### src/rtl/bdq_pkg.sv
package bdq_pkg;

    localparam int CMD_W    = 3;
    localparam int VALUE_W  = 32;
    localparam int STATUS_W = 2;

    typedef enum logic [CMD_W-1:0] {
        OP_PUSH_FRONT = 3'd0,
        OP_PUSH_BACK  = 3'd1,
        OP_POP_FRONT  = 3'd2,
        OP_POP_BACK   = 3'd3,
        OP_SEARCH     = 3'd4
    } op_t;

    typedef enum logic [STATUS_W-1:0] {
        ST_OK       = 2'd0,
        ST_FULL     = 2'd1,
        ST_EMPTY    = 2'd2,
        ST_NOTFOUND = 2'd3
    } status_t;

    // controller -> datapath
    typedef struct packed {
        logic    cap_item;
        logic    scan_start;
        logic    scan_adv;
        logic    wr_front;
        logic    wr_back;
        logic    pop_front;
        logic    pop_back;
        logic    load_out;
        status_t out_status;
        logic    out_data;
        logic    out_pos;
    } ctl_cmd_t;

    // datapath -> controller
    typedef struct packed {
        op_t  op;
        logic full;
        logic empty;
        logic match;
        logic last;
        logic out_free;
    } ctl_stat_t;

endpackage

### src/rtl/bdq_req_if.sv
interface bdq_req_if import bdq_pkg::*; ();
    logic                      valid;
    logic                      ready;
    logic [CMD_W-1:0]          cmd;
    logic signed [VALUE_W-1:0] value;

    modport source (output valid, output cmd, output value, input ready);
    modport sink   (input valid, input cmd, input value, output ready);
endinterface

### src/rtl/bdq_rsp_if.sv
interface bdq_rsp_if import bdq_pkg::*; #(
    parameter int POS_W = 4,
    parameter int OCC_W = 5
) ();
    logic                      valid;
    logic                      ready;
    logic [STATUS_W-1:0]       status;
    logic signed [VALUE_W-1:0] data_out;
    logic [POS_W-1:0]          position;
    logic [OCC_W-1:0]          occupancy;

    modport source (output valid, output status, output data_out, output position,
                    output occupancy, input ready);
    modport sink   (input valid, input status, input data_out, input position,
                    input occupancy, output ready);
endinterface

### src/rtl/bounded_deque_with_search.sv
// Path from accepted command to result: push and unused codes load the result in
// the execute state; pop reads the RAM there and loads it in the read state; a
// search ends at a match or after the last held element (empty ring: not found
// from the execute state). The ring RAM has one read port, so a search scans one
// slot per cycle; a new command is taken the cycle after the result is registered.
// Reset clears front index, count and output valid; the RAM is not cleared.
module bounded_deque_with_search import bdq_pkg::*; #(
    parameter int DEPTH      = 16,
    parameter int DATA_WIDTH = 32
) (
    input  logic      clk,
    input  logic      rst_n,
    bdq_req_if.sink   req,
    bdq_rsp_if.source rsp
);

    localparam int AW = $clog2(DEPTH);
    localparam int CW = $clog2(DEPTH + 1);
    localparam logic [CW-1:0] FULL_CNT = CW'(DEPTH);

    ctl_cmd_t  ctl;
    ctl_stat_t stat;

    bdq_ctrl u_ctrl (
        .clk       (clk),
        .rst_n     (rst_n),
        .req_valid (req.valid),
        .req_ready (req.ready),
        .stat      (stat),
        .ctl       (ctl)
    );

    bdq_datapath #(
        .DEPTH      (DEPTH),
        .DATA_WIDTH (DATA_WIDTH),
        .AW         (AW),
        .CW         (CW)
    ) u_datapath (
        .clk           (clk),
        .rst_n         (rst_n),
        .req_cmd       (req.cmd),
        .req_value     (req.value),
        .rsp_ready     (rsp.ready),
        .rsp_valid     (rsp.valid),
        .rsp_status    (rsp.status),
        .rsp_data_out  (rsp.data_out),
        .rsp_position  (rsp.position),
        .rsp_occupancy (rsp.occupancy),
        .ctl           (ctl),
        .stat          (stat)
    );

    a_one_in_flight: assert property (@(posedge clk) disable iff (!rst_n)
        (req.valid && req.ready) |=> !req.ready)
        else $error("command taken while another is in progress");

    a_occ_bound: assert property (@(posedge clk) disable iff (!rst_n)
        rsp.valid |-> (rsp.occupancy <= FULL_CNT))
        else $error("occupancy beyond ring depth");

    a_full_occ: assert property (@(posedge clk) disable iff (!rst_n)
        (rsp.valid && rsp.status == ST_FULL) |-> (rsp.occupancy == FULL_CNT))
        else $error("full refusal on a ring that is not full");

    a_empty_occ: assert property (@(posedge clk) disable iff (!rst_n)
        (rsp.valid && rsp.status == ST_EMPTY) |-> (rsp.occupancy == '0))
        else $error("empty refusal on a ring that holds elements");

    a_pos_ok: assert property (@(posedge clk) disable iff (!rst_n)
        (rsp.valid && rsp.position != '0) |-> (rsp.status == ST_OK))
        else $error("match position reported without a match");

endmodule

### src/rtl/bdq_ctrl.sv
module bdq_ctrl import bdq_pkg::*; (
    input  logic      clk,
    input  logic      rst_n,
    input  logic      req_valid,
    output logic      req_ready,
    input  ctl_stat_t stat,
    output ctl_cmd_t  ctl
);

    typedef enum logic [3:0] {
        S_IDLE = 4'b0001,
        S_EXEC = 4'b0010,
        S_READ = 4'b0100,
        S_SCAN = 4'b1000
    } state_t;

    state_t state_reg;
    state_t state_next;

    always_ff @(posedge clk or negedge rst_n)
    begin
        if (!rst_n)
        begin
            state_reg <= S_IDLE;
        end
        else
        begin
            state_reg <= state_next;
        end
    end

    always_comb
    begin
        state_next = state_reg;
        req_ready  = 1'b0;
        ctl        = '0;
        ctl.out_status = ST_OK;
        case (state_reg)
            S_IDLE:
            begin
                req_ready = 1'b1;
                if (req_valid)
                begin
                    ctl.cap_item = 1'b1;
                    state_next   = S_EXEC;
                end
            end
            S_EXEC:
            begin
                case (stat.op)
                    OP_PUSH_FRONT, OP_PUSH_BACK:
                    begin
                        if (stat.out_free)
                        begin
                            ctl.load_out = 1'b1;
                            if (stat.full)
                            begin
                                ctl.out_status = ST_FULL;
                            end
                            else
                            begin
                                ctl.wr_front = (stat.op == OP_PUSH_FRONT);
                                ctl.wr_back  = (stat.op == OP_PUSH_BACK);
                            end
                            state_next = S_IDLE;
                        end
                    end
                    OP_POP_FRONT, OP_POP_BACK:
                    begin
                        if (!stat.empty)
                        begin
                            state_next = S_READ;
                        end
                        else if (stat.out_free)
                        begin
                            ctl.load_out   = 1'b1;
                            ctl.out_status = ST_EMPTY;
                            state_next     = S_IDLE;
                        end
                    end
                    OP_SEARCH:
                    begin
                        if (!stat.empty)
                        begin
                            ctl.scan_start = 1'b1;
                            state_next     = S_SCAN;
                        end
                        else if (stat.out_free)
                        begin
                            ctl.load_out   = 1'b1;
                            ctl.out_status = ST_NOTFOUND;
                            state_next     = S_IDLE;
                        end
                    end
                    default:
                    begin
                        // unused code: plain ok result, nothing changes
                        if (stat.out_free)
                        begin
                            ctl.load_out = 1'b1;
                            state_next   = S_IDLE;
                        end
                    end
                endcase
            end
            S_READ:
            begin
                if (stat.out_free)
                begin
                    ctl.load_out  = 1'b1;
                    ctl.out_data  = 1'b1;
                    ctl.pop_front = (stat.op == OP_POP_FRONT);
                    ctl.pop_back  = (stat.op == OP_POP_BACK);
                    state_next    = S_IDLE;
                end
            end
            S_SCAN:
            begin
                if (stat.match)
                begin
                    if (stat.out_free)
                    begin
                        ctl.load_out = 1'b1;
                        ctl.out_data = 1'b1;
                        ctl.out_pos  = 1'b1;
                        state_next   = S_IDLE;
                    end
                end
                else if (stat.last)
                begin
                    if (stat.out_free)
                    begin
                        ctl.load_out   = 1'b1;
                        ctl.out_status = ST_NOTFOUND;
                        state_next     = S_IDLE;
                    end
                end
                else
                begin
                    ctl.scan_adv = 1'b1;
                end
            end
            default:
            begin
                state_next = S_IDLE;
            end
        endcase
    end

endmodule

### src/rtl/bdq_datapath.sv
module bdq_datapath import bdq_pkg::*; #(
    parameter int DEPTH      = 16,
    parameter int DATA_WIDTH = 32,
    parameter int AW         = 4,
    parameter int CW         = 5
) (
    input  logic                      clk,
    input  logic                      rst_n,
    input  logic [CMD_W-1:0]          req_cmd,
    input  logic signed [VALUE_W-1:0] req_value,
    input  logic                      rsp_ready,
    output logic                      rsp_valid,
    output logic [STATUS_W-1:0]       rsp_status,
    output logic signed [VALUE_W-1:0] rsp_data_out,
    output logic [AW-1:0]             rsp_position,
    output logic [CW-1:0]             rsp_occupancy,
    input  ctl_cmd_t                  ctl,
    output ctl_stat_t                 stat
);

    localparam logic [AW-1:0] LAST_IDX = AW'(DEPTH - 1);
    localparam logic [AW:0]   DEPTH_S  = (AW + 1)'(DEPTH);
    localparam logic [CW-1:0] FULL_CNT = CW'(DEPTH);

    function automatic logic [AW-1:0] ring_add(input logic [AW-1:0] a, input logic [AW-1:0] b);
        logic [AW:0] s;
        s = {1'b0, a} + {1'b0, b};
        if (s >= DEPTH_S)
        begin
            s = s - DEPTH_S;
        end
        return s[AW-1:0];
    endfunction

    logic [DATA_WIDTH-1:0] mem [DEPTH];

    op_t                   op_reg;
    logic [DATA_WIDTH-1:0] val_reg;
    logic [AW-1:0]         front_reg;
    logic [AW-1:0]         front_next;
    logic [CW-1:0]         count_reg;
    logic [CW-1:0]         count_next;
    logic [AW-1:0]         idx_reg;
    logic [AW-1:0]         idx_next;
    logic [DATA_WIDTH-1:0] rd_data_reg;

    logic                      out_valid_reg;
    logic                      out_valid_next;
    status_t                   status_reg;
    logic signed [VALUE_W-1:0] data_reg;
    logic [AW-1:0]             pos_reg;
    logic [CW-1:0]             occ_reg;

    logic signed [63:0]           val_ext;
    logic signed [DATA_WIDTH-1:0] rd_s;
    logic signed [63:0]           rd_ext;
    logic [AW-1:0]                front_dec;
    logic [AW-1:0]                front_inc;
    logic [CW-1:0]                cnt_m1;
    logic [AW-1:0]                rd_off;
    logic [AW-1:0]                rd_addr;
    logic [AW-1:0]                back_addr;
    logic                         wr_en;
    logic [AW-1:0]                wr_addr;

    assign val_ext   = 64'(req_value);
    assign rd_s      = rd_data_reg;
    assign rd_ext    = 64'(rd_s);
    assign front_dec = (front_reg == '0) ? LAST_IDX : front_reg - 1'b1;
    assign front_inc = (front_reg == LAST_IDX) ? '0 : front_reg + 1'b1;
    assign cnt_m1    = count_reg - 1'b1;
    assign back_addr = ring_add(front_reg, count_reg[AW-1:0]);

    // for a search, the read address tracks the index that will sit in idx_reg next cycle
    always_comb
    begin
        if (ctl.scan_start)
        begin
            idx_next = '0;
        end
        else if (ctl.scan_adv)
        begin
            idx_next = idx_reg + 1'b1;
        end
        else
        begin
            idx_next = idx_reg;
        end
        case (op_reg)
            OP_SEARCH:   rd_off = idx_next;
            OP_POP_BACK: rd_off = cnt_m1[AW-1:0];
            default:     rd_off = '0;
        endcase
        rd_addr = ring_add(front_reg, rd_off);
    end

    always_comb
    begin
        front_next = front_reg;
        count_next = count_reg;
        wr_en      = 1'b0;
        wr_addr    = front_dec;
        if (ctl.wr_front)
        begin
            wr_en      = 1'b1;
            wr_addr    = front_dec;
            front_next = front_dec;
            count_next = count_reg + 1'b1;
        end
        else if (ctl.wr_back)
        begin
            wr_en      = 1'b1;
            wr_addr    = back_addr;
            count_next = count_reg + 1'b1;
        end
        else if (ctl.pop_front)
        begin
            front_next = front_inc;
            count_next = cnt_m1;
        end
        else if (ctl.pop_back)
        begin
            count_next = cnt_m1;
        end
    end

    always_ff @(posedge clk)
    begin
        if (wr_en)
        begin
            mem[wr_addr] <= val_reg;
        end
        rd_data_reg <= mem[rd_addr];
    end

    always_ff @(posedge clk or negedge rst_n)
    begin
        if (!rst_n)
        begin
            front_reg     <= '0;
            count_reg     <= '0;
            out_valid_reg <= 1'b0;
        end
        else
        begin
            front_reg     <= front_next;
            count_reg     <= count_next;
            out_valid_reg <= out_valid_next;
        end
    end

    always_comb
    begin
        out_valid_next = out_valid_reg;
        if (ctl.load_out)
        begin
            out_valid_next = 1'b1;
        end
        else if (rsp_ready)
        begin
            out_valid_next = 1'b0;
        end
    end

    always_ff @(posedge clk)
    begin
        idx_reg <= idx_next;
        if (ctl.cap_item)
        begin
            op_reg  <= op_t'(req_cmd);
            val_reg <= val_ext[DATA_WIDTH-1:0];
        end
        if (ctl.load_out)
        begin
            status_reg <= ctl.out_status;
            data_reg   <= ctl.out_data ? rd_ext[VALUE_W-1:0] : '0;
            pos_reg    <= ctl.out_pos ? idx_reg : '0;
            occ_reg    <= count_next;
        end
    end

    assign stat.op       = op_reg;
    assign stat.full     = (count_reg == FULL_CNT);
    assign stat.empty    = (count_reg == '0);
    assign stat.match    = (rd_data_reg == val_reg);
    assign stat.last     = ((CW'(idx_reg) + 1'b1) == count_reg);
    assign stat.out_free = !out_valid_reg || rsp_ready;

    assign rsp_valid     = out_valid_reg;
    assign rsp_status    = status_reg;
    assign rsp_data_out  = data_reg;
    assign rsp_position  = pos_reg;
    assign rsp_occupancy = occ_reg;

endmodule
### src/flat_wrapper.sv
// flat-port wrapper written by rule: the top's interface ports become plain ports
module bounded_deque_with_search_flat import bdq_pkg::*;
#(
    parameter int DEPTH      = 16,
    parameter int DATA_WIDTH = 32
)
  (clk, rst_n, req_valid, req_cmd, req_value, req_ready, rsp_valid, rsp_status, rsp_data_out, rsp_position, rsp_occupancy, rsp_ready);
  bdq_req_if req_i ();
  bdq_rsp_if rsp_i ();
  input  logic clk;
  input  logic rst_n;
  input wire logic [$bits(req_i.valid)-1:0] req_valid;
  input wire logic [$bits(req_i.cmd)-1:0] req_cmd;
  input wire logic [$bits(req_i.value)-1:0] req_value;
  output wire logic [$bits(req_i.ready)-1:0] req_ready;
  output wire logic [$bits(rsp_i.valid)-1:0] rsp_valid;
  output wire logic [$bits(rsp_i.status)-1:0] rsp_status;
  output wire logic [$bits(rsp_i.data_out)-1:0] rsp_data_out;
  output wire logic [$bits(rsp_i.position)-1:0] rsp_position;
  output wire logic [$bits(rsp_i.occupancy)-1:0] rsp_occupancy;
  input wire logic [$bits(rsp_i.ready)-1:0] rsp_ready;
  assign req_i.valid = req_valid;
  assign req_i.cmd = req_cmd;
  assign req_i.value = req_value;
  assign req_ready = req_i.ready;
  assign rsp_valid = rsp_i.valid;
  assign rsp_status = rsp_i.status;
  assign rsp_data_out = rsp_i.data_out;
  assign rsp_position = rsp_i.position;
  assign rsp_occupancy = rsp_i.occupancy;
  assign rsp_i.ready = rsp_ready;
  bounded_deque_with_search #(.DEPTH(DEPTH), .DATA_WIDTH(DATA_WIDTH)) u_core (.clk(clk), .rst_n(rst_n), .req(req_i), .rsp(rsp_i));
endmodule
### config.mk
export PLATFORM = sky130hd
export DESIGN_NAME = bounded_deque_with_search_flat
export DESIGN_NICKNAME = d
export VERILOG_FILES = /design/src/rtl/bdq_pkg.sv /design/src/rtl/bdq_req_if.sv /design/src/rtl/bdq_rsp_if.sv /design/src/rtl/bounded_deque_with_search.sv /design/src/rtl/bdq_ctrl.sv /design/src/rtl/bdq_datapath.sv /design/src/flat_wrapper.sv
export SDC_FILE = /design/constraint.sdc
export NUM_CORES = 1
export LEC_CHECK = 0
export BUFFER_PORTS_ARGS = -buffer_cell sky130_fd_sc_hd__buf_2
export CAP_MARGIN = 20
export CORE_MARGIN = 4
export CORE_UTILIZATION = 35
export DETAILED_ROUTE_END_ITERATION = 8
export PLACE_DENSITY_LB_ADDON = 0.25
export SETUP_SLACK_MARGIN = 0.3
export SLEW_MARGIN = 20
export SYNTH_ARGS = -nofsm -noshare
export SYNTH_HDL_FRONTEND = slang
export SYNTH_HIERARCHICAL = 1
export SYNTH_SLANG_ARGS = --single-unit
### constraint.sdc
create_clock -name clk -period 4.15 [get_ports clk]
set_clock_uncertainty 0.05 [all_clocks]
set_input_delay 0.2075 -clock clk [delete_from_list [all_inputs] [get_ports clk]]
set_output_delay 0.2075 -clock clk [all_outputs]
set_load 0.05 [all_outputs]
==> results of run 1 <==
## area by class of cell
| class | count | area, um^2 |
|---|---|---|
| clock buffer | 89 | 1957 |
| multi-input combinational | 491 | 6200 |
| timing repair buffer | 340 | 3397 |
| fill | 6020 | 38170 |
| tap | 940 | 1176 |
| antenna | 1 | 2.502 |
| clock inverter | 39 | 419.2 |
| inverter | 10 | 37.54 |
| sequential | 640 | 18790 |
## worst paths after layout
| check | startpoint | to | slack, ps | depth (start not counted) |
|---|---|---|---|---|
| max in group asynchronous | rst_n | u_core/u_ctrl/state_reg[0] | 3710 | 2 |
| min in group clk | rsp_ready | u_core/u_datapath/rsp_valid | 80 | 3 |
| hold / removal | rst_n | u_core/u_datapath/count_reg[1] | 20 | 2 |
| hold reg to reg | u_core/u_datapath/val_reg[3] | u_core/u_datapath/mem[0][3] | 470 | 0 |
| setup / recovery | u_core/u_datapath/val_reg[21] | u_core/u_datapath/rd_data_reg[28] | -480 | 20 |
| setup reg to reg | u_core/u_datapath/val_reg[21] | u_core/u_datapath/rd_data_reg[28] | -480 | 20 |
## repair_timing
item / 4_1_cts / 5_1_grt
resized for setup: 49 / 25
gates cloned: 6 / 7
endpoints found under the setup margin: 42 / 97
buffers inserted: 25 / 16
pin swaps: 5 / 6
hold buffers: 36 / 0
endpoints found under the hold margin: 49 / 0
## layer usage
layer / vias to the layer above / track usage (%) / part of all wire [%]
met3: 87 / 2.861 / 4.6
met4: 0 / 3.901 / 1.8
met1: 6823 / 23.70 / 45
li1: 5573 / - / -
met5: - / 0 / 0
met2: 297 / 27.06 / 48
## through the flow
stage / hold WS, ps / utilization (%) / total power [mW] / std cells / cell area, um^2
after global routing: 32.42 / 45.58 / 23.59 / 2549 / 31980
after floorplan: -138.1 / - / 12.51 / 1191 / 24910
after CTS: 7.411 / 44.92 / 22.48 / 2526 / 31510
after detailed placement: 102.1 / 40.13 / 15.42 / 2331 / 28150
final: 23.43 / 45.59 / 22.58 / 2550 / 31980
after global placement: 96.60 / 40.13 / 15.37 / 2331 / 28150
## critical path, cell delays in order, from the launching register on
cell	delay, ps
edfxtp_1	490
xor2_2	230
nor4_4	460
buf_4	180
nand4_1	140
nor2_1	160
buf_4	140
nor2_2	30
nand2_2	80
inv_2	60
xnor2_2	190
o32ai_2	110
buf_4	160
ha_4	160
fa_4	900
buf_12	180
buf_4	120
buf_6	80
mux4_2	300
mux2i_2	190
mux2i_1	100
## kinds of logic (layout without fill, tap and decap cells)
group	after synthesis	count (layout)	share of synthesized area (%)
flip-flops	640	640	75.68
XOR/XNOR	53	53	1.930
buffers and inverters	60	478	1.104
multiplexers	225	225	15.52
other	0	1	0
AND/OR/NAND/NOR	146	146	3.386
adder cells (fa/ha/maj)	15	15	0.8164
AO/OA/AOI/OAI	52	52	1.567
## cells in the final DEF (no fill, tap or decap), types with 5 or more instances in the layout
| cell | n |
|---|---|
| a21oi_1 | 7 |
| and2_1 | 38 |
| buf_12 | 48 |
| buf_16 | 7 |
| buf_2 | 83 |
| buf_4 | 132 |
| buf_6 | 25 |
| bufinv_16 | 6 |
| clkbuf_1 | 9 |
| clkbuf_16 | 79 |
| clkbuf_8 | 7 |
| clkinv_1 | 5 |
| clkinv_2 | 19 |
| dfrtp_1 | 13 |
| dfxtp_1 | 36 |
| dlygate4sd3_1 | 36 |
| edfxtp_1 | 590 |
| ha_1 | 12 |
| inv_1 | 9 |
| mux2i_1 | 93 |
| mux4_2 | 128 |
| nand2_1 | 10 |
| nand2b_1 | 7 |
| nor2_1 | 18 |
| nor2_4 | 16 |
| nor2b_1 | 9 |
| nor3_1 | 7 |
| nor4_1 | 5 |
| o21ai_0 | 10 |
| xnor2_1 | 11 |
| xor2_1 | 25 |
| xor2_2 | 11 |
## synth_stat cells, types with 8 or more instances
cell type and n:
and2_1 39, buf_2 18, clkbuf_1 28, dfrtp_1 13, dfxtp_1 36, edfxtp_1 590
ha_1 13, inv_1 10, mux2i_1 97, mux4_2 128, nand2_1 11, nand2b_1 8
nor2_1 35, nor2b_1 10, nor4_1 10, o21ai_0 10, xnor2_1 12, xor2_1 39
## power groups by stage
stage / logic (mW) / clock network, mW / registers (mW)
CTS: 7.87 / 6.46 / 8.15
global route: 8.65 / 6.72 / 8.22
floorplan: 4.07 / 0 / 8.44
finish: 8.10 / 6.31 / 8.17
global placement: 7.09 / 0 / 8.27
detailed placement: 7.15 / 0 / 8.27
==> flow_metrics.env, run 1 <==
export IMPL_dp_hpwl_um=36070
export IMPL_io_buffers=83
export IMPL_syn_area_um2=24830
export IMPL_required_ps=4600
export IMPL_overflow=0
export IMPL_internal_power_mw=15.74
export IMPL_clkTransAtPathRegs_ps=60
export IMPL_synth_top_flop_cell="edfxtp_1"
export IMPL_antenna_found_initial=2
export IMPL_hp_class="in -> async"
export IMPL_root_buffer="clkbuf_16"
export IMPL_cts_buffer_depth=3
export IMPL_synth_warnings=6
export IMPL_tns_ps=-13080
export IMPL_p_comb_share_pct=35.9
export IMPL_synth_area_leaders="edfxtp_1, mux4_2, mux2i_1"
export IMPL_ys_async_sr_fraction_pct=2.188
export IMPL_hold_viol=0
export IMPL_power_frac_seq_pct=36.2
export IMPL_core_area_um2=70150
export IMPL_htreeDepth=3
export IMPL_fin_ws_ps=-483.9
export IMPL_largest_reg_flops=512
export IMPL_drt_iter0_markers=1065
export IMPL_switchingPower_mw=6.838
export IMPL_grt_util_all_layers_pct=16.68
export IMPL_layout_worst_path_cycle_share_pct=111.7
export IMPL_final_max_slew_violation_count=0
export IMPL_maxSlewHeadroom_pct=32.11
export IMPL_row_count=97
export IMPL_violations="negative setup slack"
export IMPL_syn_inst=1191
export IMPL_dieArea_um2=75270
export IMPL_ir_drop_mv=0.3936
export IMPL_swShare_pct=30.28
export IMPL_firstDrtPassIters=4
export IMPL_synth_top_area_cell="edfxtp_1"
export IMPL_die_height_um=274.3
export IMPL_wl_per_cell_um=24.84
export IMPL_synth_edf_count=590
export IMPL_drt_total_wl_um=63340
export IMPL_status="finished, violations left"
export IMPL_synth_cell_types=62
export IMPL_worstPathMaxFanout=6
export IMPL_drc=0
export IMPL_drv_cap=0
export IMPL_clock_sinks=640
export IMPL_nets=1607
export IMPL_synth_top_area_share_pct=71.36
export IMPL_io_pins=84
export IMPL_ys_seq_area_share_pct=75.68
export IMPL_drive_above_1_share_pct=38.10
export IMPL_ys_ff_latch=640
export IMPL_rsz0062_at_grt="yes"
export IMPL_grt_max_degree=33
export IMPL_p_leak_nw=11.22
export IMPL_cts_buffers=70
export IMPL_via_per_inst=5.012
export IMPL_period_minus_slack_ps=4634
export IMPL_start_util_pct=35.39
export IMPL_pre_cts_ws_ps=-1042
export IMPL_cp_start_kind="flop"
export IMPL_final_antenna_net_count=0
export IMPL_cp_arrival_ps=5080
export IMPL_cp_end_kind="flop"
export IMPL_area_growth_pct=28.79
export IMPL_criticalPathCategory="reg -> reg"
export IMPL_power_density_nw_per_um2=706.1
export IMPL_cts_tree="done"
export IMPL_largest_register="u_core/u_datapath/mem"
export IMPL_insertion_delay_ps=620
export IMPL_gp_congestion=0.7534
export IMPL_fmaxAchievable_ghz=0.2158
export IMPL_synth_avg_cell_area_um2=20.85
export IMPL_clkPwrFrac_pct=27.9
export IMPL_worst_pin_slew_ps=1018
export IMPL_vias=12780
export IMPL_setup_viol=32
export IMPL_grt_pass1_vias=13350
export IMPL_die_w_um=274.3
export IMPL_synth_nets=1245
export IMPL_grt_pass1_wl_um=90850
Note: power is estimated with default switching activity, not from simulation.
==> run 2: changes to the inputs <==
- GPL_TIMING_DRIVEN: not set -> 0
- TNS_END_PERCENT: not set -> 50
==> run 2 against run 1 <==
Highest routed layer unchanged. Die area stayed put. Count of clock-buffer cells in the layout is the same. Via count fell by 1.9%. Core utilization down 0.99 points. Sequential cell count stayed put. Global-route usage shrank 0.42 points. Register-to-register slack gained 440 ps. Routed wire length decreased by 3.6%. Maximum frequency rose by 11%. Sequential share of layout area increased by 1.3 points. The run still ends with negative setup slack left. Critical path depth down 4.
==> flow_metrics.env, run 2 (synthesis results as in run 1) <==
export IMPL_clock_sinks=640
export IMPL_worst_pin_slew_ps=1011
export IMPL_cts_buffer_depth=3
export IMPL_antenna_found_initial=1
export IMPL_largest_register="u_core/u_datapath/mem"
export IMPL_grt_util_all_layers_pct=16.26
export IMPL_cts_buffers=70
export IMPL_ff_latch_area_um2=18790
export IMPL_final_cells=2488
export IMPL_criticalPathCategory="reg -> reg"
export IMPL_htreeDepth=3
export IMPL_hold_viol=0
export IMPL_period_minus_slack_ps=4193
export IMPL_overflow=0
export IMPL_required_ps=4590
export IMPL_hold_ws_ps=55.59
export IMPL_cp_end_kind="flop"
export IMPL_vias=12530
export IMPL_wl_met2_um=29370
export IMPL_dieArea_um2=75270
export IMPL_routed_top_layer="met4"
export IMPL_cp_start_kind="flop"
export IMPL_start_util_pct=35.39
export IMPL_wl_per_cell_um=24.55
export IMPL_nets=1546
export IMPL_rr_startpoint="u_core/u_datapath/val_reg[5]"
export IMPL_status="finished, violations left"
export IMPL_grt_pass1_wl_um=88310
export IMPL_firstDrtPassIters=5
export IMPL_maxSlewHeadroom_pct=32.63
export IMPL_fillerInstances=6046
export IMPL_worstHoldStart="rsp_ready"
export IMPL_gp_congestion=0.7151
export IMPL_drt_total_wl_um=61070
export IMPL_io_buffers=83
export IMPL_final_max_slew_violation_count=0
export IMPL_final_antenna_net_count=0
export IMPL_fmaxAchievable_ghz=0.2385
export IMPL_setup_viol=21
export IMPL_violations="negative setup slack"
export IMPL_wl_met1_um=27190
export IMPL_timing_rr_end="u_core/u_datapath/rd_data_reg[20]"
export IMPL_insertion_delay_ps=610
export IMPL_fin_ws_ps=-43.07
export IMPL_largest_reg_flops=512
export IMPL_drv_cap=0
export IMPL_power_density_nw_per_um2=696.0
export IMPL_dp_hpwl_um=36650
export IMPL_r2r_slack_ps=-40
export IMPL_layout_worst_path_cycle_share_pct=101.0
export IMPL_drive_above_1_share_pct=35.08
export IMPL_multi_input_area_um2=6256
export IMPL_p_leak_nw=10.75
export IMPL_die_w_um=274.3
export IMPL_cp_arrival_ps=4640
export IMPL_grt_max_degree=35
export IMPL_holdPathStages=3
export IMPL_layout_commonest_cell="edfxtp_1"
export IMPL_worstPathMaxFanout=9
export IMPL_whs_endpoint="u_core/u_datapath/rsp_valid"
export IMPL_final_cell_mix="edfxtp_1, mux4_2, buf_2, mux2i_1, clkbuf_16"
export IMPL_row_count=97
export IMPL_die_height_um=274.3
export IMPL_grt_pass1_vias=12960
export IMPL_rsz0062_at_grt="yes"
export IMPL_hp_class="in -> reg"
export IMPL_cts_tree="done"
export IMPL_io_pins=84
export IMPL_core_area_um2=70150
export IMPL_dp_cells=2237
export IMPL_clkTransAtPathRegs_ps=60
export IMPL_via_per_inst=5.037
export IMPL_met3_length_um=3195
export IMPL_root_buffer="clkbuf_16"
export IMPL_p_total_mw=21.77
export IMPL_reg2reg_depth=16
export IMPL_drc=0
export IMPL_ir_drop_mv=0.3253
export IMPL_drt_iter0_markers=1153
export IMPL_area_growth_pct=26.01
export IMPL_antenna_cells=0
## run 2: cell types whose count changed in the layout (fill, tap and decap cells not counted), moves of 8 or more
cell      change
buf_12       -26
buf_6        -17
clkbuf_1     +11
xor2_1        +8
buf_4        -55
## run 2: worst max path at each step
stage,endpoint,depth (start not counted),slack (ps),start
2_1_floorplan,u_core/u_datapath/mem[11][0],8,30,u_core/u_ctrl/state_reg[3]
4_1_cts,u_core/u_datapath/rd_data_reg[11],16,-80,u_core/u_datapath/val_reg[31]
6_report,u_core/u_datapath/rd_data_reg[20],16,-40,u_core/u_datapath/val_reg[5]
5_1_grt,u_core/u_datapath/rd_data_reg[15],17,-190,u_core/u_datapath/val_reg[10]
3_5_place_dp,u_core/u_datapath/rd_data_reg[11],15,-2040,u_core/u_datapath/val_reg[26]
3_3_place_gp,u_core/u_datapath/mem[6][16],8,-2110,u_core/u_ctrl/state_reg[3]
## run 2: area by class of cell
class	instances	share of cell area, %
Buffer	50	1.704
Clock buffer	89	5.987
Clock inverter	39	1.248
Inverter	10	0.1280
Multi-Input combinational cell	491	20.00
Sequential cell	640	60.07
Tap cell	940	3.759
Timing Repair Buffer	229	7.107
## run 2: critical path, stage by stage, from the launching register on
cell	delay (ps)
edfxtp_1	420
xor2_1	240
nor4_4	380
nand4_1	260
nor2_4	250
nor2_2	70
nand2_2	120
inv_4	60
xnor2_4	120
o32ai_2	230
ha_2	250
fa_2	540
clkbuf_16	250
clkbuf_16	180
mux4_2	330
mux2i_4	200
mux2i_1	100
## run 2: stage by stage
| step | setup TNS, ps | util, % | instance area, um^2 | setup slack (ps) |
|---|---|---|---|---|
| 3_5_place_dp | -78100 | 38.75 | 27180 | -2043 |
| 2_1_floorplan | 0 | - | 24900 | 25.88 |
| 3_3_place_gp | -1074590 | 37.76 | 26490 | -2109 |
| 5_1_grt | -4285 | 44.60 | 31290 | -192.5 |
| 4_1_cts | -1343 | 44.27 | 31050 | -80.96 |
| 6_report | -435.0 | 44.60 | 31290 | -43.07 |
## run 2: what timing repair did
item                                    in CTS  in global routing
cloned                                       5                  1
hold endpoints to repair                    49                  0
pin swaps                                   26                  9
resized for setup                           99                 13
endpoints found under the setup margin     578                271
buffers inserted                            60                 19
hold buffers                                38                  0
## run 2: power breakdown
part / leakage, nW / total, mW / switching [mW] / internal, mW
logic: 3.80 / 7.53 / 4.03 / 3.50
registers: 5.83 / 8.13 / 0.343 / 7.78
clock network: 1.12 / 6.12 / 2.57 / 3.55
## run 2: layer usage
metal  up-vias  global-route usage (%)
li1       5457                       -
met1      6657                   22.68
met2       338                   26.42
met3        80                   3.203
met4         0                   4.063
met5         -                       0
